File: config.mk
export PLATFORM = sky130hd
export DESIGN_NAME = nnue_screlu_output_eval
export DESIGN_NICKNAME = d
export VERILOG_FILES = /design/src/hw/rtl/nse_pkg.sv /design/src/hw/rtl/nse_lane.sv /design/src/hw/rtl/nse_merge.sv /design/src/hw/rtl/nse_cdiv.sv /design/src/hw/rtl/nse_finish.sv /design/src/hw/rtl/nnue_screlu_output_eval.sv
export SDC_FILE = /design/constraint.sdc
export NUM_CORES = 2
export LEC_CHECK = 0
export BUFFER_PORTS_ARGS = -buffer_cell sky130_fd_sc_hd__buf_2
export CAP_MARGIN = 20
export CORE_MARGIN = 1
export CORE_UTILIZATION = 65
export CTS_CLUSTER_SIZE = 40
export DETAILED_ROUTE_END_ITERATION = 10
export GPL_ROUTABILITY_DRIVEN = 0
export MAX_ROUTING_LAYER = met4
export PLACE_DENSITY = 0.82
export SYNTH_ARGS = -nofsm -noshare
export SYNTH_HDL_FRONTEND = slang
export SYNTH_SLANG_ARGS = --single-unit
File: constraint.sdc
create_clock -name clk -period 19.61 [get_ports clk]
set_input_delay 3.922 -clock clk [delete_from_list [all_inputs] [get_ports clk]]
set_output_delay 3.922 -clock clk [all_outputs]
set_load 0.1 [all_outputs]
File: src/hw/rtl/nse_pkg.sv
// Shared constants, types and width helpers for the NNUE SCReLU output evaluator.
// No dependencies; imported by every module of the block.
package nse_pkg;

  localparam int VAL_W   = 16;   // accumulator value / weight width
  localparam int TERM_W  = 33;   // clamp^2 (16b unsigned) * weight (16b signed)
  localparam int BIAS_W  = 32;
  localparam int SCORE_W = 29;
  localparam int HIDDEN_LANES_DEF = 512;

  localparam int CLAMP_MAX = 255;
  localparam int OUT_QUANT = 64;

  // per-lane bound of the running sum: 2 terms * 255^2 * 2^15
  localparam longint SUM_UNIT = 64'sd2 * 64'sd65025 * 64'sd32768;

  localparam longint SCORE_MAX = 64'sd268435455;
  localparam longint SCORE_MIN = -64'sd268435456;

  typedef struct packed {
    logic valid;
    logic last;
  } lane_ctl_t;

  typedef struct packed {
    logic pend;    // last item between accumulator and finisher
    logic start;   // final sum handed to finisher this cycle
  } merge_stat_t;

  typedef enum logic [2:0] {
    FS_IDLE,
    FS_LOAD1,
    FS_DIV1,
    FS_SCALE,
    FS_ABS2,
    FS_LOAD2,
    FS_DIV2,
    FS_HOLD
  } fin_state_t;

  // signed width of the saturating running sum for a lane count
  function automatic int sum_width(input int lanes);
    longint lim;
    int w;
    lim = longint'(lanes) * SUM_UNIT;
    w = $clog2(lim + 64'sd1) + 1;
    return (w > TERM_W + 2) ? w : TERM_W + 2;
  endfunction

endpackage

File: src/hw/rtl/nse_lane.sv
// One evaluation lane: clamp to 0..255, square, multiply by the output weight.
// Two register stages; depends on nse_pkg.
module nse_lane import nse_pkg::*; (
  input  logic                     clk,
  input  logic signed [VAL_W-1:0]  value_i,
  input  logic signed [VAL_W-1:0]  weight_i,
  output logic signed [TERM_W-1:0] term_o
);

  logic [7:0]               clamp;
  logic [15:0]              sq_r;
  logic signed [VAL_W-1:0]  w_r;
  logic signed [TERM_W-1:0] term_r;

  always_comb begin
    if (value_i[VAL_W-1]) begin
      clamp = 8'd0;
    end else if (|value_i[VAL_W-2:8]) begin
      clamp = 8'(CLAMP_MAX);
    end else begin
      clamp = value_i[7:0];
    end
  end

  always_ff @(posedge clk) begin
    sq_r   <= 16'(clamp * clamp);
    w_r    <= weight_i;
    term_r <= $signed({1'b0, sq_r}) * w_r;
  end

  assign term_o = term_r;

endmodule

File: src/hw/rtl/nse_merge.sv
// Merge stage: adds the two lane terms and folds them into the saturating
// running sum; hands the final sum to the finisher on a last item. Uses nse_pkg.
module nse_merge import nse_pkg::*; #(
  parameter int     SUM_W     = sum_width(HIDDEN_LANES_DEF),
  parameter longint SUM_LIMIT = longint'(HIDDEN_LANES_DEF) * SUM_UNIT
) (
  input  logic                     clk,
  input  logic                     rst_n,
  input  lane_ctl_t                ctl_i,
  input  logic signed [TERM_W-1:0] t_own_i,
  input  logic signed [TERM_W-1:0] t_opp_i,
  output merge_stat_t              stat_o,
  output logic signed [SUM_W-1:0]  sum_o
);

  lane_ctl_t                  ctl3_r;
  logic signed [TERM_W:0]     term_r;
  logic signed [SUM_W-1:0]    acc_r, acc_nxt, acc_sat, fin_sum_r;
  logic signed [SUM_W:0]      acc_ext;
  logic                       start_r;

  always_comb begin
    acc_ext = (SUM_W+1)'(acc_r) + (SUM_W+1)'(term_r);
    if (acc_ext > (SUM_W+1)'(SUM_LIMIT)) begin
      acc_sat = SUM_W'(SUM_LIMIT);
    end else if (acc_ext < (SUM_W+1)'(-SUM_LIMIT)) begin
      acc_sat = SUM_W'(-SUM_LIMIT);
    end else begin
      acc_sat = acc_ext[SUM_W-1:0];
    end
    acc_nxt = acc_r;
    if (ctl3_r.valid) begin
      acc_nxt = ctl3_r.last ? '0 : acc_sat;
    end
  end

  always_ff @(posedge clk) begin
    if (!rst_n) begin
      ctl3_r  <= '0;
      acc_r   <= '0;
      start_r <= 1'b0;
    end else begin
      ctl3_r  <= ctl_i;
      acc_r   <= acc_nxt;
      start_r <= ctl3_r.valid & ctl3_r.last;
    end
  end

  always_ff @(posedge clk) begin
    term_r <= (TERM_W+1)'(t_own_i) + (TERM_W+1)'(t_opp_i);
    if (ctl3_r.valid && ctl3_r.last) begin
      fin_sum_r <= acc_sat;
    end
  end

  assign stat_o.pend  = (ctl3_r.valid & ctl3_r.last) | start_r;
  assign stat_o.start = start_r;
  assign sum_o        = fin_sum_r;

endmodule

File: src/hw/rtl/nse_cdiv.sv
// Unsigned divider by the constant 255: x = 256*a + b gives x/255 = a + (a + b)/255,
// folded one byte per cycle. Shared by both divisions of the finisher; uses nse_pkg.
module nse_cdiv import nse_pkg::*; #(
  parameter int N = 52
) (
  input  logic         clk,
  input  logic         rst_n,
  input  logic         start_i,
  input  logic [N-1:0] dividend_i,
  output logic         done_o,
  output logic [N-1:0] quot_o
);

  // folds that bring any N-bit dividend below 256, plus one closing step
  localparam int Iter  = (N + 7) / 8 + 1;
  localparam int Steps = Iter + 1;
  localparam int CntW  = $clog2(Steps + 1);

  logic            busy_r, done_r;
  logic [CntW-1:0] cnt_r;
  logic [N-1:0]    rem_r, quo_r, rem_nxt, quo_nxt;
  logic            rem_full;

  always_comb begin
    rem_nxt  = N'(rem_r[N-1:8]) + N'(rem_r[7:0]);
    quo_nxt  = quo_r + N'(rem_r[N-1:8]);
    rem_full = (rem_r == N'(CLAMP_MAX));
  end

  always_ff @(posedge clk) begin
    if (!rst_n) begin
      busy_r <= 1'b0;
      done_r <= 1'b0;
      cnt_r  <= '0;
    end else begin
      done_r <= busy_r && (cnt_r == CntW'(1));
      if (start_i) begin
        busy_r <= 1'b1;
        cnt_r  <= CntW'(Steps);
      end else if (busy_r) begin
        cnt_r <= cnt_r - CntW'(1);
        if (cnt_r == CntW'(1)) begin
          busy_r <= 1'b0;
        end
      end
    end
  end

  always_ff @(posedge clk) begin
    if (start_i) begin
      rem_r <= dividend_i;
      quo_r <= '0;
    end else if (busy_r) begin
      if (cnt_r == CntW'(1)) begin
        // remainder is now 0..255; exactly 255 is one more quotient unit
        quo_r <= quo_r + N'(rem_full);
      end else begin
        rem_r <= rem_nxt;
        quo_r <= quo_nxt;
      end
    end
  end

  assign done_o = done_r;
  assign quot_o = quo_r;

endmodule

File: src/hw/rtl/nse_finish.sv
// Finisher: sum / 255 toward zero, add bias, * 400 / 16320 toward zero,
// saturate to 29 bits, output register. Uses nse_pkg and nse_cdiv.
module nse_finish import nse_pkg::*; #(
  parameter int SUM_W = sum_width(HIDDEN_LANES_DEF)
) (
  input  logic                      clk,
  input  logic                      rst_n,
  input  logic                      start_i,
  input  logic signed [SUM_W-1:0]   sum_i,
  input  logic signed [BIAS_W-1:0]  bias_i,
  output logic                      busy_o,
  output logic                      out_valid,
  input  logic                      out_stall,
  output logic signed [SCORE_W-1:0] out_score
);

  localparam int VW     = ((SUM_W > BIAS_W + 1) ? SUM_W : BIAS_W + 1) + 1;
  localparam int PW     = VW + 9;   // room for * 400
  localparam int DivN   = PW;
  localparam int QShift = $clog2(OUT_QUANT);

  fin_state_t state_r, state_nxt;

  logic                      div_start, out_load;
  logic                      div_done;
  logic [DivN-1:0]           div_quot;

  logic                      neg_r;
  logic [DivN-1:0]           mag_r, p_mag;
  logic signed [VW-1:0]      v_r, q1_s;
  logic signed [PW-1:0]      p_r;
  logic signed [DivN:0]      q2_s, q2_v;
  logic signed [SCORE_W-1:0] res_r, res_nxt;
  logic                      out_valid_r;
  logic signed [SCORE_W-1:0] out_score_r;

  nse_cdiv #(.N(DivN)) u_div (
    .clk        (clk),
    .rst_n      (rst_n),
    .start_i    (div_start),
    .dividend_i (mag_r),
    .done_o     (div_done),
    .quot_o     (div_quot)
  );

  // next state
  always_comb begin
    state_nxt = state_r;
    unique case (state_r)
      FS_IDLE:  if (start_i) state_nxt = FS_LOAD1;
      FS_LOAD1: state_nxt = FS_DIV1;
      FS_DIV1:  if (div_done) state_nxt = FS_SCALE;
      FS_SCALE: state_nxt = FS_ABS2;
      FS_ABS2:  state_nxt = FS_LOAD2;
      FS_LOAD2: state_nxt = FS_DIV2;
      FS_DIV2:  if (div_done) state_nxt = FS_HOLD;
      FS_HOLD:  if (!out_valid_r || !out_stall) state_nxt = FS_IDLE;
      default:  state_nxt = FS_IDLE;
    endcase
  end

  // state outputs
  always_comb begin
    div_start = 1'b0;
    out_load  = 1'b0;
    unique case (state_r)
      FS_LOAD1: div_start = 1'b1;
      FS_LOAD2: div_start = 1'b1;
      FS_HOLD:  out_load = !out_valid_r || !out_stall;
      default:  ;
    endcase
  end

  always_comb begin
    p_mag = p_r[PW-1] ? $unsigned(-p_r) : $unsigned(p_r);
    q1_s = $signed({1'b0, div_quot[VW-2:0]});
    q2_s = $signed({1'b0, div_quot});
    q2_v = neg_r ? -q2_s : q2_s;
    if (q2_v > (DivN+1)'(SCORE_MAX)) begin
      res_nxt = SCORE_W'(SCORE_MAX);
    end else if (q2_v < (DivN+1)'(SCORE_MIN)) begin
      res_nxt = SCORE_W'(SCORE_MIN);
    end else begin
      res_nxt = q2_v[SCORE_W-1:0];
    end
  end

  always_ff @(posedge clk) begin
    if (!rst_n) begin
      state_r     <= FS_IDLE;
      out_valid_r <= 1'b0;
    end else begin
      state_r <= state_nxt;
      if (out_load) begin
        out_valid_r <= 1'b1;
      end else if (!out_stall) begin
        out_valid_r <= 1'b0;
      end
    end
  end

  // datapath
  always_ff @(posedge clk) begin
    case (state_r)
      FS_IDLE: begin
        neg_r <= sum_i[SUM_W-1];
        mag_r <= sum_i[SUM_W-1] ? (DivN)'($unsigned(-sum_i)) : (DivN)'($unsigned(sum_i));
      end
      FS_DIV1: begin
        if (div_done) begin
          v_r <= (neg_r ? -q1_s : q1_s) + (VW)'(bias_i);
        end
      end
      // 400 = 256 + 128 + 16
      FS_SCALE: p_r <= ((PW)'(v_r) <<< 8) + ((PW)'(v_r) <<< 7) + ((PW)'(v_r) <<< 4);
      // |p| / 16320 = (|p| / 64) / 255
      FS_ABS2: begin
        neg_r <= p_r[PW-1];
        mag_r <= p_mag >> QShift;
      end
      FS_DIV2: begin
        if (div_done) begin
          res_r <= res_nxt;
        end
      end
      default: ;
    endcase
    if (out_load) begin
      out_score_r <= res_r;
    end
  end

  assign busy_o    = (state_r != FS_IDLE);
  assign out_valid = out_valid_r;
  assign out_score = out_score_r;

endmodule

File: src/hw/rtl/nnue_screlu_output_eval.sv
// Output layer of a quantized NNUE with squared clipped ReLU.
// Throughput: one lane item per cycle while in_stall is low; an item with last set closes
// the input until the finisher has parked its score, after two passes through the shared
// divider by 255, whose dividend is PW = sum width + 10 = 52 bits wide at 512 lanes.
// A score's out_valid comes later while an older score waits stalled in the output
// register. Reset (rst_n low, synchronous) clears running sum, bias, pipeline valids
// and out_valid.
module nnue_screlu_output_eval import nse_pkg::*; #(
  parameter int HIDDEN_LANES = HIDDEN_LANES_DEF
) (
  input  logic                      clk,
  input  logic                      rst_n,
  // bias register
  input  logic                      cfg_wr_en,
  input  logic signed [BIAS_W-1:0]  cfg_wr_data,
  // lane items
  input  logic                      in_valid,
  output logic                      in_stall,
  input  logic signed [VAL_W-1:0]   in_white_value,
  input  logic signed [VAL_W-1:0]   in_black_value,
  input  logic signed [VAL_W-1:0]   in_own_weight,
  input  logic signed [VAL_W-1:0]   in_opponent_weight,
  input  logic                      in_side_to_move,
  input  logic                      in_last,
  // score items
  output logic                      out_valid,
  input  logic                      out_stall,
  output logic signed [SCORE_W-1:0] out_score
);

  // Running-sum width follows the lane count: the sum saturates at
  // HIDDEN_LANES * 2 * 255^2 * 2^15.
  localparam int     SumW     = sum_width(HIDDEN_LANES);
  localparam longint SumLimit = longint'(HIDDEN_LANES) * SUM_UNIT;

  logic                     accept;
  lane_ctl_t                ctl1_r, ctl1_nxt, ctl2_r;
  logic signed [BIAS_W-1:0] bias_r;
  logic signed [VAL_W-1:0]  own_val, opp_val;
  logic signed [TERM_W-1:0] t_own, t_opp;
  merge_stat_t              mstat;
  logic signed [SumW-1:0]   fin_sum;
  logic                     fin_busy;

  assign accept = in_valid && !in_stall;

  // Only one evaluation is in the finishing path at a time: once a last item
  // is taken, hold input until the finisher has parked its score.
  assign in_stall = (ctl1_r.valid & ctl1_r.last) | (ctl2_r.valid & ctl2_r.last)
                  | mstat.pend | fin_busy;

  // side to move picks which perspective feeds the own-weight lane
  assign own_val = in_side_to_move ? in_black_value : in_white_value;
  assign opp_val = in_side_to_move ? in_white_value : in_black_value;

  always_comb begin
    ctl1_nxt.valid = accept;
    ctl1_nxt.last  = accept & in_last;
  end

  // control pipeline runs alongside the two lane stages
  always_ff @(posedge clk) begin
    if (!rst_n) begin
      ctl1_r <= '0;
      ctl2_r <= '0;
      bias_r <= '0;
    end else begin
      ctl1_r <= ctl1_nxt;
      ctl2_r <= ctl1_r;
      if (cfg_wr_en) begin
        bias_r <= cfg_wr_data;
      end
    end
  end

  nse_lane u_lane_own (
    .clk      (clk),
    .value_i  (own_val),
    .weight_i (in_own_weight),
    .term_o   (t_own)
  );

  nse_lane u_lane_opp (
    .clk      (clk),
    .value_i  (opp_val),
    .weight_i (in_opponent_weight),
    .term_o   (t_opp)
  );

  nse_merge #(.SUM_W(SumW), .SUM_LIMIT(SumLimit)) u_merge (
    .clk     (clk),
    .rst_n   (rst_n),
    .ctl_i   (ctl2_r),
    .t_own_i (t_own),
    .t_opp_i (t_opp),
    .stat_o  (mstat),
    .sum_o   (fin_sum)
  );

  nse_finish #(.SUM_W(SumW)) u_finish (
    .clk       (clk),
    .rst_n     (rst_n),
    .start_i   (mstat.start),
    .sum_i     (fin_sum),
    .bias_i    (bias_r),
    .busy_o    (fin_busy),
    .out_valid (out_valid),
    .out_stall (out_stall),
    .out_score (out_score)
  );

endmodule

==> summary.txt <==
Floorplanning
  • Die height: 289 µm
  • Effective utilization at floorplan: 66.1%
  • Die area: 83600 µm²
  • Die X: 289 µm
  • Rows: 104
  • I/O pin count: 134
  • Core area: 81100 µm²

Timing
  • Fin. Hold Viols: 0
  • Min Hold Slack: 417 ps
  • Fmax: 0.111 GHz
  • Relative slew slack: 21.5%
  • Period minus WS final: 9030 ps
  • Setup violations, final: 0
  • RSZ-0062 raised after global routing: no
  • Pins Over Slew Limit: 0
  • Worst-margin pin slew: 1180 ps
  • Worst Skew: 28.0 ps
  • Fin crit share: 46.1%
  • Setup TNS: 0 ps

Clock network
  • Clk buf depth: 3
  • Post-CTS sizing: 0
  • Setup repair bufs after CTS: 0
  • Clk slew on worst S/H paths: 60 ps
  • TritonCTS clock tree: done
  • Clock net sink count: 589
  • Hold buffers post-CTS: 0
  • H-tree Lvls: 3
  • Worst-skew pair later-pin latency: 640 ps
  • CTS Buf Count: 70
  • Root Driver: clkbuf_16

Placement
  • I/O Buffers: 133
  • Detail Placement HPWL: 97000 µm

Worst setup path
  • Startpoint types: input pin
  • Critical Path End Type: flip-flop
  • CP max FO: 44
  • Crit Path Class: in2reg
  • Internal reg-to-reg setup slack: 12270 ps
  • Required time worst endpoint: 20120 ps
  • CP arrival: 9550 ps

Flow run
  • # Max-Cap Violations: 0

Synthesis
  • EDFF count, synth: 284
  • Synth Cell Area: 53600 µm²
  • Syn Area/Cell: 9.33 µm²
  • Asr flop ratio synth: 0%
  • Syn Nets: 6823
  • #FFs+latches synth: 589
  • Cell variety after synth: 84
  • Total number of yosys warnings: 0
  • Post-synth top flop: dfxtp_1
  • Post-synthesis cell count: 5745
  • Register area share after synthesis: 27.3%

Layout
  • Commonest cells after routing, fill and taps aside: inv_1 (687), ha_1 (518), nand2_1 (506)
  • Layout fillers: 5985
  • Commonest non-fill, non-tap cell in the layout: inv_1
  • Share of cells above drive strength 1: 5.86%
  • # nets final: 6861
  • Register Area: 14600 µm²
  • # diodes: 0
  • P&R area growth vs syn: 7.30%
  • Multi-input gate area: 35700 µm²

Detailed routing
  • Via/cell ratio: 5.96
  • Initial DRC count: 2854
  • First drt pass iteration count: 7
  • Antenna Nets Post-Route: 0
  • Overall routed net length: 128000 µm
  • Drt drc: 0
  • DR vias: 41100
  • Drt wl/cell: 18.5 µm

Global routing
  • Antenna violations before repair: 0
  • Largest net degree at the start of global routing: 87
  • Vias in the first global route: 41800
  • Total GRT Usage: 32.0%
  • Overflow after GRT: 0
  • First-pass GRT wire length: 208000 µm

Run status
  • Status: completed

Min path
  • HP Class: reg2reg
## synth_stat cells (36+ instances only)
master	n	area (µm²)
a21o_1	163	1220
a21oi_1	287	1440
and2_1	325	2030
and3_1	40	250
clkbuf_1	171	642
dfxtp_1	305	6110
edfxtp_1	284	8530
fa_1	457	9150
ha_1	518	6480
inv_1	687	2580
mux2i_1	65	651
nand2_1	506	1900
nand2b_1	57	357
nand3_1	73	365
nand4_1	36	225
nor2_1	356	1340
nor2b_1	70	438
nor3_1	76	380
nor4_1	40	250
o21a_1	50	375
o21ai_0	265	1330
o21bai_1	40	300
o31ai_1	49	368
or3_1	38	238
xnor2_1	265	2320
xor2_1	159	1390
## registers in the layout, indices dropped and copies added (netlist names), 34 cells and up
signal                 flops
u_finish.u_div.rem_r      46
u_finish.p_r              48
u_finish.u_div.quot_o     52
u_merge.acc_r             42
u_finish.mag_r            46
u_finish.v_r              43
u_merge.term_r            34
u_merge.sum_o             42
## path summary, 6_finish.rpt
path | startpoint | endpoint | cells after the start
worst max-delay path | in_side_to_move | u_lane_opp.sq_r[15]$_DFF_P_ | 21
worst min-delay path | u_finish.res_r[15]$_SDFFCE_PN1P_ | u_finish.out_score[15]$_DFFE_PP_ | 0
worst max register to register | u_lane_opp.sq_r[8]$_DFF_P_ | u_lane_opp.term_o[31]$_DFF_P_ | 24
worst min register to register | u_finish.res_r[15]$_SDFFCE_PN1P_ | u_finish.out_score[15]$_DFFE_PP_ | 0
## critical path, stage by stage
cell      delay [ps]
buf_2            560
mux2i_1          490
and2_1           240
clkinv_1         250
nor2_1           310
fa_1             460
xor2_1           190
xnor2_1          150
fa_1             510
fa_1             540
inv_1             40
ha_1             320
nor2b_1          140
o21ai_0          230
a21oi_1          130
o21a_1           180
nor2_1           200
o21bai_1         110
a21oi_1          230
o21ai_0          160
xor2_1           160
## stage by stage
step / util [%] / setup WS (ps) / area (µm²) / instances
after floorplan: - / 10630 / 53600 / 5745
after global placement: 68.0 / 10210 / 55100 / 6770
after detailed placement: 68.0 / 10010 / 55100 / 6770
after CTS: 70.9 / 10600 / 57500 / 6899
after global routing: 70.9 / 10110 / 57500 / 6900
final: 70.9 / 10580 / 57500 / 6900
## routing by layer
metal / global-route usage, % / vias up / share of wire [%]
met5: - / - / 0
met4: 15.1 / 0 / 5.0
met3: 4.15 / 323 / 6.2
met2: 54.7 / 1491 / 49
met1: 37.4 / 19900 / 39
li1: - / 19500 / -
## area by class of cell
type	instances	area share, %
Sequential cell	589	25.5
Clock buffer	90	3.45
Clock inverter	39	0.694
Inverter	688	4.49
Tap cell	1060	2.31
Multi-Input combinational cell	4272	62.1
Timing Repair Buffer	162	1.54
## cell families after synthesis
kind of cell	count (synthesis)	share of synthesized area, %
compound gates	1086	13.0
xor+xnor	424	6.93
fa+ha+maj	978	29.2
buf+inv	884	6.21
flops	589	27.3
mux	70	1.32
simple gates	1714	16.0
Power is not shown: default switching activity piles up to over one toggle a cycle in this logic, so the estimate is an artifact.
